File: src/design/fir16_pkg.sv
// Shared types and constants for the 16-tap FIR filter.
// No dependencies; imported by every module of the block.
package fir16_pkg;

    localparam int SAMPLE_W    = 16;                 // sample and coefficient width
    localparam int PROD_W      = 2 * SAMPLE_W;       // one tap product
    localparam int ACC_W       = PROD_W + 4;         // exact sum of up to 16 products
    localparam int COEF_REGS   = 4;                  // coefficient registers
    localparam int COEF_PER_REG = 4;                 // coefficients packed per register
    localparam int CFG_W       = SAMPLE_W * COEF_PER_REG;
    localparam int CFG_IDX_W   = $clog2(COEF_REGS);
    localparam int MAX_TAPS    = COEF_REGS * COEF_PER_REG;
    localparam int DEF_TAPS    = 16;
    localparam int DEF_OUT_SHIFT = 12;

    // Pipeline control handed to every cell and the adder tree.
    typedef struct packed {
        logic advance;   // whole pipe moves one stage
        logic take;      // an input beat is accepted this cycle
    } fir16_ctl_t;

endpackage

File: src/design/fir16_cell.sv
// One tap of the delay line: holds a past sample and forms its product.
// Depends on fir16_pkg.
module fir16_cell
(
    input  logic                                  clk,
    input  logic                                  rst_n,
    input  fir16_pkg::fir16_ctl_t                 ctl,
    input  logic signed [fir16_pkg::SAMPLE_W-1:0] din,    // sample seen by this tap
    input  logic signed [fir16_pkg::SAMPLE_W-1:0] coef,
    output logic signed [fir16_pkg::SAMPLE_W-1:0] tap_out, // to the next cell
    output logic signed [fir16_pkg::PROD_W-1:0]   product
);
    import fir16_pkg::*;

    logic signed [SAMPLE_W-1:0] tap_reg;
    logic signed [PROD_W-1:0]   product_reg;
    logic signed [PROD_W-1:0]   product_next;

    assign product_next = din * coef;

    // history moves only on accepted beats
    always_ff @(posedge clk or negedge rst_n)
    begin
        if (!rst_n)
        begin
            tap_reg <= '0;
        end
        else if (ctl.take)
        begin
            tap_reg <= din;
        end
    end

    always_ff @(posedge clk)
    begin
        if (ctl.advance)
        begin
            product_reg <= product_next;
        end
    end

    assign tap_out = tap_reg;
    assign product = product_reg;

endmodule

File: config.mk
export PLATFORM = sky130hd
export DESIGN_NAME = fir16_cell
export DESIGN_NICKNAME = d
export VERILOG_FILES = /design/src/design/fir16_pkg.sv /design/src/design/fir16_cell.sv
export SDC_FILE = /design/constraint.sdc
export NUM_CORES = 1
export LEC_CHECK = 0
export ABC_AREA = 1
export BUFFER_PORTS_ARGS = -buffer_cell sky130_fd_sc_hd__buf_2
export CAP_MARGIN = 15
export CELL_PAD_IN_SITES_DETAIL_PLACEMENT = 1
export CELL_PAD_IN_SITES_GLOBAL_PLACEMENT = 1
export CORE_MARGIN = 8
export CORE_UTILIZATION = 32
export CTS_BUF_LIST = sky130_fd_sc_hd__clkbuf_8
export CTS_CLUSTER_SIZE = 28
export DETAILED_ROUTE_END_ITERATION = 10
export PLACE_DENSITY_LB_ADDON = 0.25
export SYNTH_ARGS = -nofsm -noshare
export SYNTH_HDL_FRONTEND = slang
export SYNTH_SLANG_ARGS = --single-unit
File: constraint.sdc
create_clock -name clk -period 2.2 [get_ports clk]
set_input_delay 0.44 -clock clk [delete_from_list [all_inputs] [get_ports clk]]
set_output_delay 0.44 -clock clk [all_outputs]
set_load 0.1 [all_outputs]
==> flow_summary_export.csv <==
group,metric,value,unit
status,status,"finished with violations",
status,violations,"setup timing",
worst_setup_path,worstPathMaxFanout,7,
clock_tree,cts.path.max_buffers,2,
logic_synthesis,synth.area.top_cells,"fa_1 42%, inv_1 14%, nand2_1 12%",
logic_synthesis,yosys.area.top_type,"fa_1",
sta,worst_slack,-2890,ps
logic_synthesis,ys_seq_area_frac,0.110,
sta,maxSlewHeadroom,0.654,
clock_tree,cts_made_buffers,5,
floorplan,core,38500,um2
worst_setup_path,r2r-end,"tap_out[11]$_DFFE_PN0P_",
worst_setup_path,end_kind,"flop",
grt,overflow,0,
sta,fin_crit,5090,ps
worst_hold_path,hp-class,"input port to flop",
final_layout,drive_gt1_frac,0.352,
sta,rsz0062_at_grt,"true",
worst_setup_path,cp_data_arrival_time,5210,ps
final_layout,areaGrowthSynthToFinish,37.5,%
routing,wl_per_cell,17.6,um
worst_setup_path,crit_chain,"buf_12 -> buf_8 -> nand2_4 -> inv_4 -> fa_1 -> inv_1 -> fa_2 -> fa_1 -> fa_1 -> inv_1 -> fa_1 -> fa_1 -> ha_4 -> a21oi_4 -> nand2_1 -> inv_2 -> nand3_4 -> nand3_2 -> nand3_1 -> nand2_1 -> nand2_1",
sta,timing.setup.tns,-70410,ps
logic_synthesis,syn_area_per_cell,8.08,um2
logic_synthesis,syn_area,12400,um2
grt,grt_max_degree,33,
worst_setup_path,slowest_delay,620,ps
floorplan,row_count,72,
worst_setup_path,r2r_start,"tap_out[11]$_DFFE_PN0P_",
worst_setup_path,slowest_stage,"fa_1",
routing,first_pass_iters,4,
final_layout,mostFrequentLayoutCell,"inv_1",
worst_setup_path,r2r_slack,1430,ps
sta,drv_slew,0,
final_layout,layout_common_cells,"403 x inv_1, 320 x nand2_1, 239 x fa_1",
placed_design,port_buffers,83,
worst_setup_path,cpMostUsedCell,"fa_1",
worst_setup_path,reg2regPathDepth,1,
sta,min_period_over_period,2.32,
worst_setup_path,required,2320,ps
floorplan,die_w,213,um
logic_synthesis,synth.distinct_cells,31,
grt,track_usage,0.183,
floorplan,start_util,0.323,
grt,antenna_found_initial,0,
sta,setup_violations,28,
routing,vias,10125,
logic_synthesis,synth_seq_cells,48,
final_layout,nets,2132,
routing,routed_via_density,4.46,
worst_setup_path,startpoint,"din[6]",
sta,hold_viol_final,0,
routing,drc,0,
grt,grt_pass1_wl,64300,um
floorplan,die-area,45400,um2
logic_synthesis,ys_warn_count,0,
logic_synthesis,syn_nets,1918,
routing,dr.first_iter.drc_count,315,
floorplan,die_y,213,um
placed_design,routabilityCongestion,0.868,
routing,ant_nets,0,
worst_setup_path,critPathLaunchType,"input port",
routing,wl,39900,um
worst_setup_path,crit_path_end,"product[28]$_DFFE_PP_",
final_layout,fin_util,0.444,
floorplan,ios,84,
clock_tree,cts.reportedPaths.clkPinSlew,110,ps
clock_tree,cts_num_sinks,48,
clock_tree,worstSkewPairLatency,350,ps
clock_tree,root_buffer,"clkbuf_8",
logic_synthesis,syn_inst,1538,
grt,first_global_vias,11841,
final_layout,largest_register_ffs,32,
flow_run,cap_viol_max_count,0,
sta,tightest_slew,523,ps
sta,clock.fmax,196,MHz
worst_setup_path,criticalPathCategory,"input port to flop",
final_layout,n_antenna_cell,0,
placed_design,dp_hpwl,33900,um
logic_synthesis,yosysTopAreaCellShare,0.422,
clock_tree,htree_levels,2,
sta,clock_skew,0,ps
clock_tree,cts_tree,"done",
==> final cells by class <==
cell class | count | area (um2)
clock buffer | 5 | 68.8
clock inverter | 3 | 17.5
fill | 4497 | 21400
inverter | 478 | 1830
multi-input combinational | 947 | 10600
sequential | 48 | 1360
tap | 518 | 648
timing repair buffer | 272 | 2530
==> layer usage <==
layer  wire, um  track usage
met5          0            0
met4        775       0.0331
met3       1000       0.0197
met2      20400        0.332
met1      17600        0.236
==> critical path: cells and delay by family <==
family,cells,cell delay [ps]
buffers and inverters,6,520
adders and majority gates,7,3380
and+or+nand+nor,7,620
AOI/OAI and AO/OA,1,240
==> what timing repair did <==
item                                    in CTS  in global routing
buffers inserted                            20                 13
pin swaps                                  121                140
resized for setup                          257                195
endpoints found under the hold margin       11                  0
hold buffers                                 1                  0
gates cloned                                 0                  3
endpoints found under the setup margin      29                 28
==> how the worst min path moves through the flow <==
| stage | start | to | slack (ps) | cells after the start |
|---|---|---|---|---|
| finish | din[15] | tap_out[15]$_DFFE_PN0P_ | 500 | 3 |
| global route | din[15] | tap_out[15]$_DFFE_PN0P_ | 490 | 3 |
| global placement | rst_n | tap_out[13]$_DFFE_PN0P_ | 390 | 1 |
| CTS | din[15] | tap_out[15]$_DFFE_PN0P_ | 500 | 3 |
| floorplan | rst_n | tap_out[0]$_DFFE_PN0P_ | 140 | 0 |
| detailed placement | rst_n | tap_out[1]$_DFFE_PN0P_ | 400 | 1 |
==> synthesized netlist by cell type <==
cell / number
inv_1: 469
nand2_1: 406
fa_1: 262
ha_1: 82
clkbuf_1: 63
nor2_1: 45
nand3_1: 33
edfxtp_1: 32
a21oi_1: 20
xor2_1: 17
dfrtp_1: 16
mux2_2: 16
nand4_1: 12
inv_2: 9
nand2_2: 8
nor2_2: 8
o21ai_0: 5
o21bai_1: 5
nor3_1: 4
nand3b_1: 3
nor2_4: 3
nor3_2: 3
or2_2: 3
xnor2_1: 3
a21oi_2: 2
and2_1: 2
buf_2: 2
nand3_2: 2
a21o_1: 1
o21a_1: 1
o21ai_1: 1
==> per-stage QoR <==
step | instance area, um2 | setup WS [ps] | hold WS (ps) | cells
floorplan | 13500 | -3110 | 144 | 1538
global placement | 15100 | -3460 | 387 | 2228
detailed placement | 15100 | -3550 | 397 | 2228
CTS | 16300 | -2920 | 497 | 2257
global route | 17100 | -3010 | 491 | 2271
finish | 17100 | -2890 | 502 | 2271
==> logic make-up after synthesis <==
| group | Yosys count | synth area share |
|---|---|---|
| adders and majority gates | 344 | 0.505 |
| and+or+nand+nor | 532 | 0.176 |
| buffers and inverters | 543 | 0.164 |
| xor gates and xnor gates | 20 | 0.0141 |
| AOI/OAI and AO/OA | 35 | 0.0161 |
| muxes | 16 | 0.0145 |
| DFF | 48 | 0.110 |
Power is left out: the tool's default activity adds up to more than one toggle a clock period on the data nets, which glitch-free logic cannot reach.
