`src/design/fir16_pkg.sv`:
```
// Shared types and constants for the 16-tap FIR filter.
// No dependencies; imported by every module of the block.
package fir16_pkg;

    localparam int SAMPLE_W    = 16;                 // sample and coefficient width
    localparam int PROD_W      = 2 * SAMPLE_W;       // one tap product
    localparam int ACC_W       = PROD_W + 4;         // exact sum of up to 16 products
    localparam int COEF_REGS   = 4;                  // coefficient registers
    localparam int COEF_PER_REG = 4;                 // coefficients packed per register
    localparam int CFG_W       = SAMPLE_W * COEF_PER_REG;
    localparam int CFG_IDX_W   = $clog2(COEF_REGS);
    localparam int MAX_TAPS    = COEF_REGS * COEF_PER_REG;
    localparam int DEF_TAPS    = 16;
    localparam int DEF_OUT_SHIFT = 12;

    // Pipeline control handed to every cell and the adder tree.
    typedef struct packed {
        logic advance;   // whole pipe moves one stage
        logic take;      // an input beat is accepted this cycle
    } fir16_ctl_t;

endpackage

```
`src/design/fir16_sum.sv`:
```
// Registered binary adder tree over the tap products, one level per stage.
// Depends on fir16_pkg.
module fir16_sum #(
    parameter int TAPS = fir16_pkg::DEF_TAPS
)
(
    input  logic                                clk,
    input  logic                                rst_n,
    input  fir16_pkg::fir16_ctl_t               ctl,
    input  logic                                in_valid,
    input  logic signed [fir16_pkg::PROD_W-1:0] products [TAPS],
    output logic                                sum_valid,
    output logic signed [fir16_pkg::ACC_W-1:0]  sum
);
    import fir16_pkg::*;

    localparam int LEVELS = $clog2(TAPS);
    localparam int LEAVES = 1 << LEVELS;

    logic signed [ACC_W-1:0] leaf [LEAVES];
    // heap order: node 1 is the root, children of j are 2j and 2j+1
    logic signed [ACC_W-1:0] node_reg [1:LEAVES-1];
    logic [LEVELS-1:0]       vld_reg;

    always_comb
    begin
        for (int i = 0; i < LEAVES; i++)
        begin
            if (i < TAPS)
            begin
                leaf[i] = ACC_W'(products[i]);
            end
            else
            begin
                leaf[i] = '0;
            end
        end
    end

    always_ff @(posedge clk)
    begin
        if (ctl.advance)
        begin
            for (int j = 1; j < LEAVES; j++)
            begin
                if (2 * j >= LEAVES)
                begin
                    node_reg[j] <= leaf[2 * j - LEAVES] + leaf[2 * j + 1 - LEAVES];
                end
                else
                begin
                    node_reg[j] <= node_reg[2 * j] + node_reg[2 * j + 1];
                end
            end
        end
    end

    always_ff @(posedge clk or negedge rst_n)
    begin
        if (!rst_n)
        begin
            vld_reg <= '0;
        end
        else if (ctl.advance)
        begin
            vld_reg <= (vld_reg << 1) | LEVELS'(in_valid);
        end
    end

    assign sum       = node_reg[1];
    assign sum_valid = vld_reg[LEVELS-1];

endmodule

```
`config.mk`:
```
export PLATFORM = sky130hd
export DESIGN_NAME = fir16_sum
export DESIGN_NICKNAME = d
export VERILOG_FILES = /design/src/design/fir16_pkg.sv /design/src/design/fir16_sum.sv
export SDC_FILE = /design/constraint.sdc
export NUM_CORES = 1
export LEC_CHECK = 0
export ABC_AREA = 1
export BUFFER_PORTS_ARGS = -buffer_cell sky130_fd_sc_hd__buf_2
export CORE_ASPECT_RATIO = 1.2
export CORE_MARGIN = 4
export CORE_UTILIZATION = 35
export DETAILED_ROUTE_END_ITERATION = 8
export GPL_TIMING_DRIVEN = 0
export PLACE_DENSITY = 0.57
export SYNTH_ARGS = -nofsm -noshare
export SYNTH_HDL_FRONTEND = slang
export SYNTH_SLANG_ARGS = --single-unit
```
`constraint.sdc`:
```
create_clock -name clk -period 3.6 [get_ports clk]
set_input_delay 0.72 -clock clk [delete_from_list [all_inputs] [get_ports clk]]
set_output_delay 0.72 -clock clk [all_outputs]
set_load 0.01 [all_outputs]
```
==> out/metrics.yaml, run 1 <==
run_status:
  outcome: "finished clean"
run:
  maxCapViolations: 0
clock_network:
  cts_tree: "built"
  clkSinkCount: 520
  cts_resized: 0
  post-cts-setup-buffer-count: 0
  root_buffer: "clkbuf_16"
  h-tree-depth: 2
  cts_max_path_buffers: 3
  cts.clk_slew.worst_paths_ps: 70
  clk-insertion-delay-late_ps: 630
  cts_buffers: 59
yosys:
  synth-seq-area-share_pct: 31.1
  synth_cell_types: 27
  ys_ff_latch: 520
  synth_top_family_by_area: "simple AND/OR/NAND/NOR gates"
  synth_compound_area_share_pct: 9.28
  synthesis.area_mm2: 0.0501
  synthXorXnorAreaFrac_pct: 4.35
  syn_inst: 7464
  yosys.area_share.simple_pct: 33.0
  syn_nets: 8489
  ys_warn_count: 0
  synth.avg_cell_area_um2: 6.71
  synth_fa_ha_area_share_pct: 12.9
  muxShareOfSynthArea_pct: 0.0450
global_routing:
  grt_max_degree: 127
  grt_pass1_wl_mm: 252
  grt_pass1_vias: 46400
  antenna_found_initial: 4
  overflow: 0
  grt_use_total_pct: 21.1
critical_path:
  crit_required_ps: 4120
  path_max_fanout: 126
  r2r_end: "node_reg[4][30]$_DFFE_PP_"
  reg2reg_slack_ps: 1100
  cp_cell_sequence: "buf_8 > buf_16 > buf_16 > buf_16 > mux2_2"
  critPathSlowestCell: "buf_8"
  arrival_ps: 3310
  path_class: "in -> reg"
  reg2reg_depth: 12
  cp_top_family: "buffers and inverters"
  path_buf_inv: 4
  r2r_start: "node_reg[8][0]$_DFFE_PP_"
  end_kind: "register"
  cpMostUsedCell: "buf_16"
  worst_path_largest_cell_delay_ps: 480
  cp-start-kind: "input port"
min_path:
  hold_depth: 2
  worstHoldPathType: "in -> reg"
  worstHoldEndpoint: "vld_reg[0]$_DFFE_PN0P_"
  hp-start: "in_valid"
power_and_ir_drop:
  p_int_mw: 19.3
  vdd_drop_max_v: 0.000403
  p_comb_share_pct: 52.6
  power_density_mw_per_mm2: 616
  seq_power_share_pct: 29.4
  swShare_pct: 45.3
  clockPowerShare_pct: 18.1
  power.switching_mw: 16.0
  power_leakage_nw: 30.3
final_layout:
  fill_cells: 15200
  largest_register_ffs: 516
  diodes: 0
  utilization_pct: 40.5
  nets: 9107
  fin_cells: 9965
  final_common_cell: "nand2_1"
  layout-drive-gt1-share_pct: 9.63
  syn2layout_area_growth_pct: 14.4
  layout_common_cells: "2,617 x nand2_1, 1,237 x inv_1, 769 x nor2_1, 551 x buf_2, 519 x a21oi_1"
timing:
  grt_setup_unrepaired: "no"
  worst_slack_ps: 805
  slew_headroom_pct: 39.9
  hold_slack_ps: 327
  min_period_ps: 2800
  worst_slew_pin_slew_ps: 902
  slew_violations: 0
  fmax_mhz: 358
  post-route-period-util_pct: 77.6
  hold_violations: 0
  finalSetupViolCount: 0
  finClkSkew_ps: 16.5
route:
  drt_iter0_markers: 3038
  drc: 0
  viasPerCell: 4.84
  antenna_left: 0
  wl_per_cell_um: 16.3
  detail_route.wirelength_mm: 162
  first_pass_iters: 6
  vias: 48200
place:
  dp.cells: 9856
  gp_congestion: 0.938
  hpwlAfterDp_mm: 140
  place_ws_ps: 121
  portBuffers: 552
floorplanning:
  die_h_um: 422
  ios: 554
  core_mm2: 0.142
  die_width_um: 353
  start_util_pct: 35.4
  die_area_mm2: 0.149
  rows: 151
==> worst reg2reg max path, stage by stage, from the launching register on <==
cell      delay, ps
edfxtp_1        510
ha_1            300
fa_1            480
nand3_1         100
nand3_1         160
nand2_1         100
nand2_1          80
nand3_1         100
nand2_1         120
nand2_1         130
nand2_1          70
nand2_1          60
nand2_1          40
==> Yosys cell counts, drive strengths merged <==
cell type / number / area share, %
nand2: 2700 / 21
inv: 1237 / 9.3
nor2: 778 / 5.9
a21oi: 523 / 5.3
edfxtp: 516 / 31
ha: 493 / 12
nand3: 355 / 3.9
o21ai: 274 / 2.7
xor2: 239 / 4.2
nor3: 132 / 1.4
nand4: 84 / 1.0
o21bai: 52 / 0.78
a21o: 26 / 0.39
fa: 15 / 0.60
xnor2: 10 / 0.17
nor4: 8 / 0.10
a31oi: 7 / 0.087
and2: 7 / 0.097
dfrtp: 4 / 0.20
a21boi: 2 / 0.030
mux2: 2 / 0.045
==> metrics by stage <==
step	TNS [ps]	power [mW]	cell area (um^2)
floorplan	0	22.7	50100
global placement	-3183610	29.1	55200
detailed placement	0	29.1	55300
CTS	0	35.6	57300
global route	0	38.4	57300
finish	0	35.3	57300
==> logic make-up after synthesis <==
| kind of cell | after synthesis |
|---|---|
| AOI/OAI and AO/OA | 884 |
| xor gates and xnor gates | 249 |
| adders and majority gates | 508 |
| buffers and inverters | 1237 |
| DFF | 520 |
| muxes | 2 |
| and+or+nand+nor | 4064 |
==> final cells by class <==
type | count | area [um^2] | area share, %
repair buffers | 557 | 2890 | 5.05
inverters | 1237 | 4640 | 8.10
multi-input cells | 5707 | 29900 | 52.1
flip-flops and latches | 520 | 15600 | 27.2
well taps | 1836 | 2300 | 4.01
clock inverters | 37 | 482 | 0.840
clock buffers | 71 | 1560 | 2.73
==> routing by layer <==
metal | wire (um) | track usage [%] | vias to the layer above
met5 | 0 | 0 | -
met4 | 3360 | 4.35 | 0
met3 | 6330 | 1.52 | 164
met2 | 76700 | 36.6 | 1065
met1 | 75900 | 28.9 | 21800
li1 | - | - | 25200
==> worst max path at each step <==
stage	cells after the start	start	slack [ps]	end
finish	5	ctl[1]	800	vld_reg[0]$_DFFE_PN0P_
global route	5	ctl[1]	670	vld_reg[0]$_DFFE_PN0P_
CTS	5	ctl[1]	840	vld_reg[0]$_DFFE_PN0P_
detailed placement	5	ctl[1]	120	vld_reg[0]$_DFFE_PN0P_
global placement	2	ctl[1]	-6790	vld_reg[1]$_DFFE_PN0P_
floorplan	12	products[320]	1310	node_reg[10][30]$_DFFE_PP_
==> power by group through the flow <==
| stage | clock network [mW] | logic (mW) | registers (mW) |
|---|---|---|---|
| after CTS | 6.59 | 18.7 | 10.4 |
| after detailed placement | 0 | 18.6 | 10.5 |
| final | 6.38 | 18.6 | 10.4 |
| after global placement | 0 | 18.5 | 10.6 |
| after floorplan | 0 | 12.8 | 9.91 |
| after global routing | 6.82 | 21.1 | 10.5 |
==> what timing repair did <==
action                                  4_1_cts  5_1_grt
endpoints found under the setup margin        0        0
endpoints found under the hold margin         4        0
hold buffers                                  1        0
(Power assumes the default switching activity.)
==> run 2, diff against run 1 <==
PLACE_DENSITY = 0.59   (was 0.57)
clock period = 2.4 ns   (was 3.6 ns; I/O delays follow)
==> run 2 against run 1 <==
  * Clock skew is 4.1 ps higher
  * Flip-flop and latch count stayed put
  * Non-clock buffer count is 2 higher
  * Clock power is 47% higher
  * Power is 51% higher
  * Sequential power is 50% higher
  * Critical endpoint is now node_reg[7][31]$_DFFE_PP_
  * Largest cell class unchanged
  * Final area is 0.31% higher
  * Sequential share of layout area is 0.083 points lower
  * Global-route usage is 0.20 points higher
  * Die area stayed put
  * Register-to-register slack worse by 1000 ps
==> out/metrics.yaml, run 2 (synthesized netlist as in run 1, its figures left out) <==
run_status:
  outcome: "finished clean"  # unchanged
clock_network:
  h-tree-depth: 2  # unchanged
  cts_buffers: 60  # was 59
  root_buffer: "clkbuf_16"  # unchanged
  cts.clk_slew.worst_paths_ps: 70  # about the same
  cts_tree: "built"  # unchanged
  clkSinkCount: 520  # unchanged
  clk-insertion-delay-late_ps: 660  # was 630 ps
  cts_max_path_buffers: 3  # unchanged
final_layout:
  fill_cells: 15300  # was 15,200
  diodes: 0  # unchanged
  syn2layout_area_growth_pct: 14.8  # was 14.4%
  final_common_cell: "nand2_1"  # unchanged
  largest_register_ffs: 516  # unchanged
  layout-drive-gt1-share_pct: 10.2  # was 9.63%
  utilization_pct: 40.6  # was 40.5%
  layout_common_cells: "2,613 x nand2_1, 1,237 x inv_1, 769 x nor2_1, 551 x buf_2, 516 x edfxtp_1"  # was 2,617 x nand2_1, 1,237 x inv_1, 769 x nor2_1, 551 x buf_2, 519 x a21oi_1
  fin_cells: 9967  # was 9,965
  nets: 9110  # was 9,107
route:
  wl_per_cell_um: 16.4  # was 16.3 um
  vias: 48400  # was 48,200
  viasPerCell: 4.86  # was 4.84
  first_pass_iters: 6  # unchanged
  detail_route.wirelength_mm: 163  # was 162 mm
  antenna_left: 0  # unchanged
  drc: 0  # unchanged
  drt_iter0_markers: 2971  # was 3,038
min_path:
  hp-start: "ctl[1]"  # was in_valid
  worstHoldPathType: "in -> reg"  # unchanged
  hold_depth: 1  # was 2
  worstHoldEndpoint: "node_reg[14][21]$_DFFE_PP_"  # was vld_reg[0]$_DFFE_PN0P_
timing:
  post-route-period-util_pct: 96.0
  min_period_ps: 2300
  grt_setup_unrepaired: "yes"  # was no
  finClkSkew_ps: 20.6  # was 16.5 ps
  finalSetupViolCount: 0  # unchanged
  worst_slew_pin_slew_ps: 721  # was 902 ps
  fmax_mhz: 434
  slew_headroom_pct: 52.0  # was 39.9%
  slew_violations: 0  # unchanged
  fin_setup_tns_ps: 0  # unchanged
  hold_violations: 0  # unchanged
power_and_ir_drop:
  vdd_drop_max_v: 0.000612  # was 0.000403 V
  power_leakage_nw: 30.3  # about the same
  power_density_mw_per_mm2: 928  # was 616 mW/mm^2
global_routing:
  grt_max_degree: 127  # unchanged
  grt_pass1_wl_mm: 254  # was 252 mm
  globalRouteMet3Util_pct: 1.47  # was 1.52%
  grt_pass1_vias: 46900  # was 46,400
  use_met2_pct: 37.6  # was 36.6%
  grt_use_total_pct: 21.3  # was 21.1%
  antenna_found_initial: 3  # was 4
  use_met1_pct: 28.6  # was 28.9%
  overflow: 0  # unchanged
  grt_busiest_layer: "met2"  # unchanged
floorplanning:
  die_width_um: 353  # unchanged
  start_util_pct: 35.4  # unchanged
  ios: 554  # unchanged
  die_h_um: 422  # unchanged
  core_mm2: 0.142  # unchanged
  rows: 151  # unchanged
  die_area_mm2: 0.149  # unchanged
critical_path:
  path_class: "reg -> reg"  # was in -> reg
  arrival_ps: 2640  # was 3310 ps
  reg2reg_depth: 10  # was 12
  end_kind: "register"  # unchanged
  cp-start-kind: "register"  # was input port
  r2r_start: "node_reg[14][3]$_DFFE_PP_"  # was node_reg[8][0]$_DFFE_PP_
  reg2reg_slack_ps: 100  # was 1100 ps
  r2r_end: "node_reg[7][31]$_DFFE_PP_"  # was node_reg[4][30]$_DFFE_PP_
  path_max_fanout: 5  # was 126
  crit_required_ps: 2730  # was 4120 ps
place:
  portBuffers: 552  # unchanged
  gp_congestion: 0.939  # was 0.938
  dp.cells: 9857  # was 9,856
  hpwlAfterDp_mm: 141  # was 140 mm
run:
  maxCapViolations: 0  # unchanged
run 2: worst max path at each step:
stage | from | to | depth (start not counted)
floorplan | products[320] | node_reg[10][30]$_DFFE_PP_ | 12
global route | node_reg[6][0]$_DFFE_PP_ | node_reg[3][30]$_DFFE_PP_ | 12
CTS | node_reg[6][0]$_DFFE_PP_ | node_reg[3][30]$_DFFE_PP_ | 12
finish | node_reg[14][3]$_DFFE_PP_ | node_reg[7][31]$_DFFE_PP_ | 10
global placement | ctl[1] | vld_reg[1]$_DFFE_PN0P_ | 2
detailed placement | products[320] | node_reg[10][34]$_DFFE_PP_ | 13
run 2: power by group:
group          internal, mW  leakage, nW  switching (mW)
clock                  5.53        0.966            3.87
combinational          9.33         24.2            19.1
sequential             14.0         5.11            1.58
total                  28.9         30.3            24.5
run 2: timing repair:
action,4_1_cts,5_1_grt
endpoints found under the setup margin,5,32
hold endpoints to repair,4,0
gates resized for setup,2,41
pin swaps,0,2
buffers inserted,0,1
hold buffers,1,0
run 2: final cells by class:
type / count / area [um^2] / share of cell area, %
sequential: 520 / 15600 / 27.1
timing repair buffer: 559 / 2930 / 5.09
clock buffer: 63 / 1510 / 2.63
clock inverter: 45 / 497 / 0.864
inverter: 1237 / 4640 / 8.07
multi-input combinational: 5707 / 30000 / 52.2
tap: 1836 / 2300 / 3.99
run 2: critical path: stages, from the launching register on:
cell and delay (ps):
edfxtp_1 460, ha_1 410, nand2_1 120, nor2_1 190, nand2_1 90, nand3_2 80, nand2_1 50, nand2_1 190
nand2_1 110, nand3_1 80, nand2_1 200
run 2: per-layer routing:
layer | up-vias | wire, um | share of wire, %
li1 | 25200 | - | -
met1 | 22000 | 75300 | 46
met2 | 1005 | 78600 | 48
met3 | 145 | 6220 | 3.8
met4 | 0 | 3100 | 1.9
met5 | - | 0 | 0
run 2: per-stage QoR:
step	instance area (um^2)	setup slack [ps]	total power [mW]	hold WS (ps)
final	57500	95.8	53.4	59.9
after global routing	57500	-14.1	58.1	22.5
after CTS	57300	13.3	53.7	8.93
after detailed placement	55300	-318	43.9	287
after global placement	55200	-7530	44.0	283
after floorplan	50100	348	34.0	184
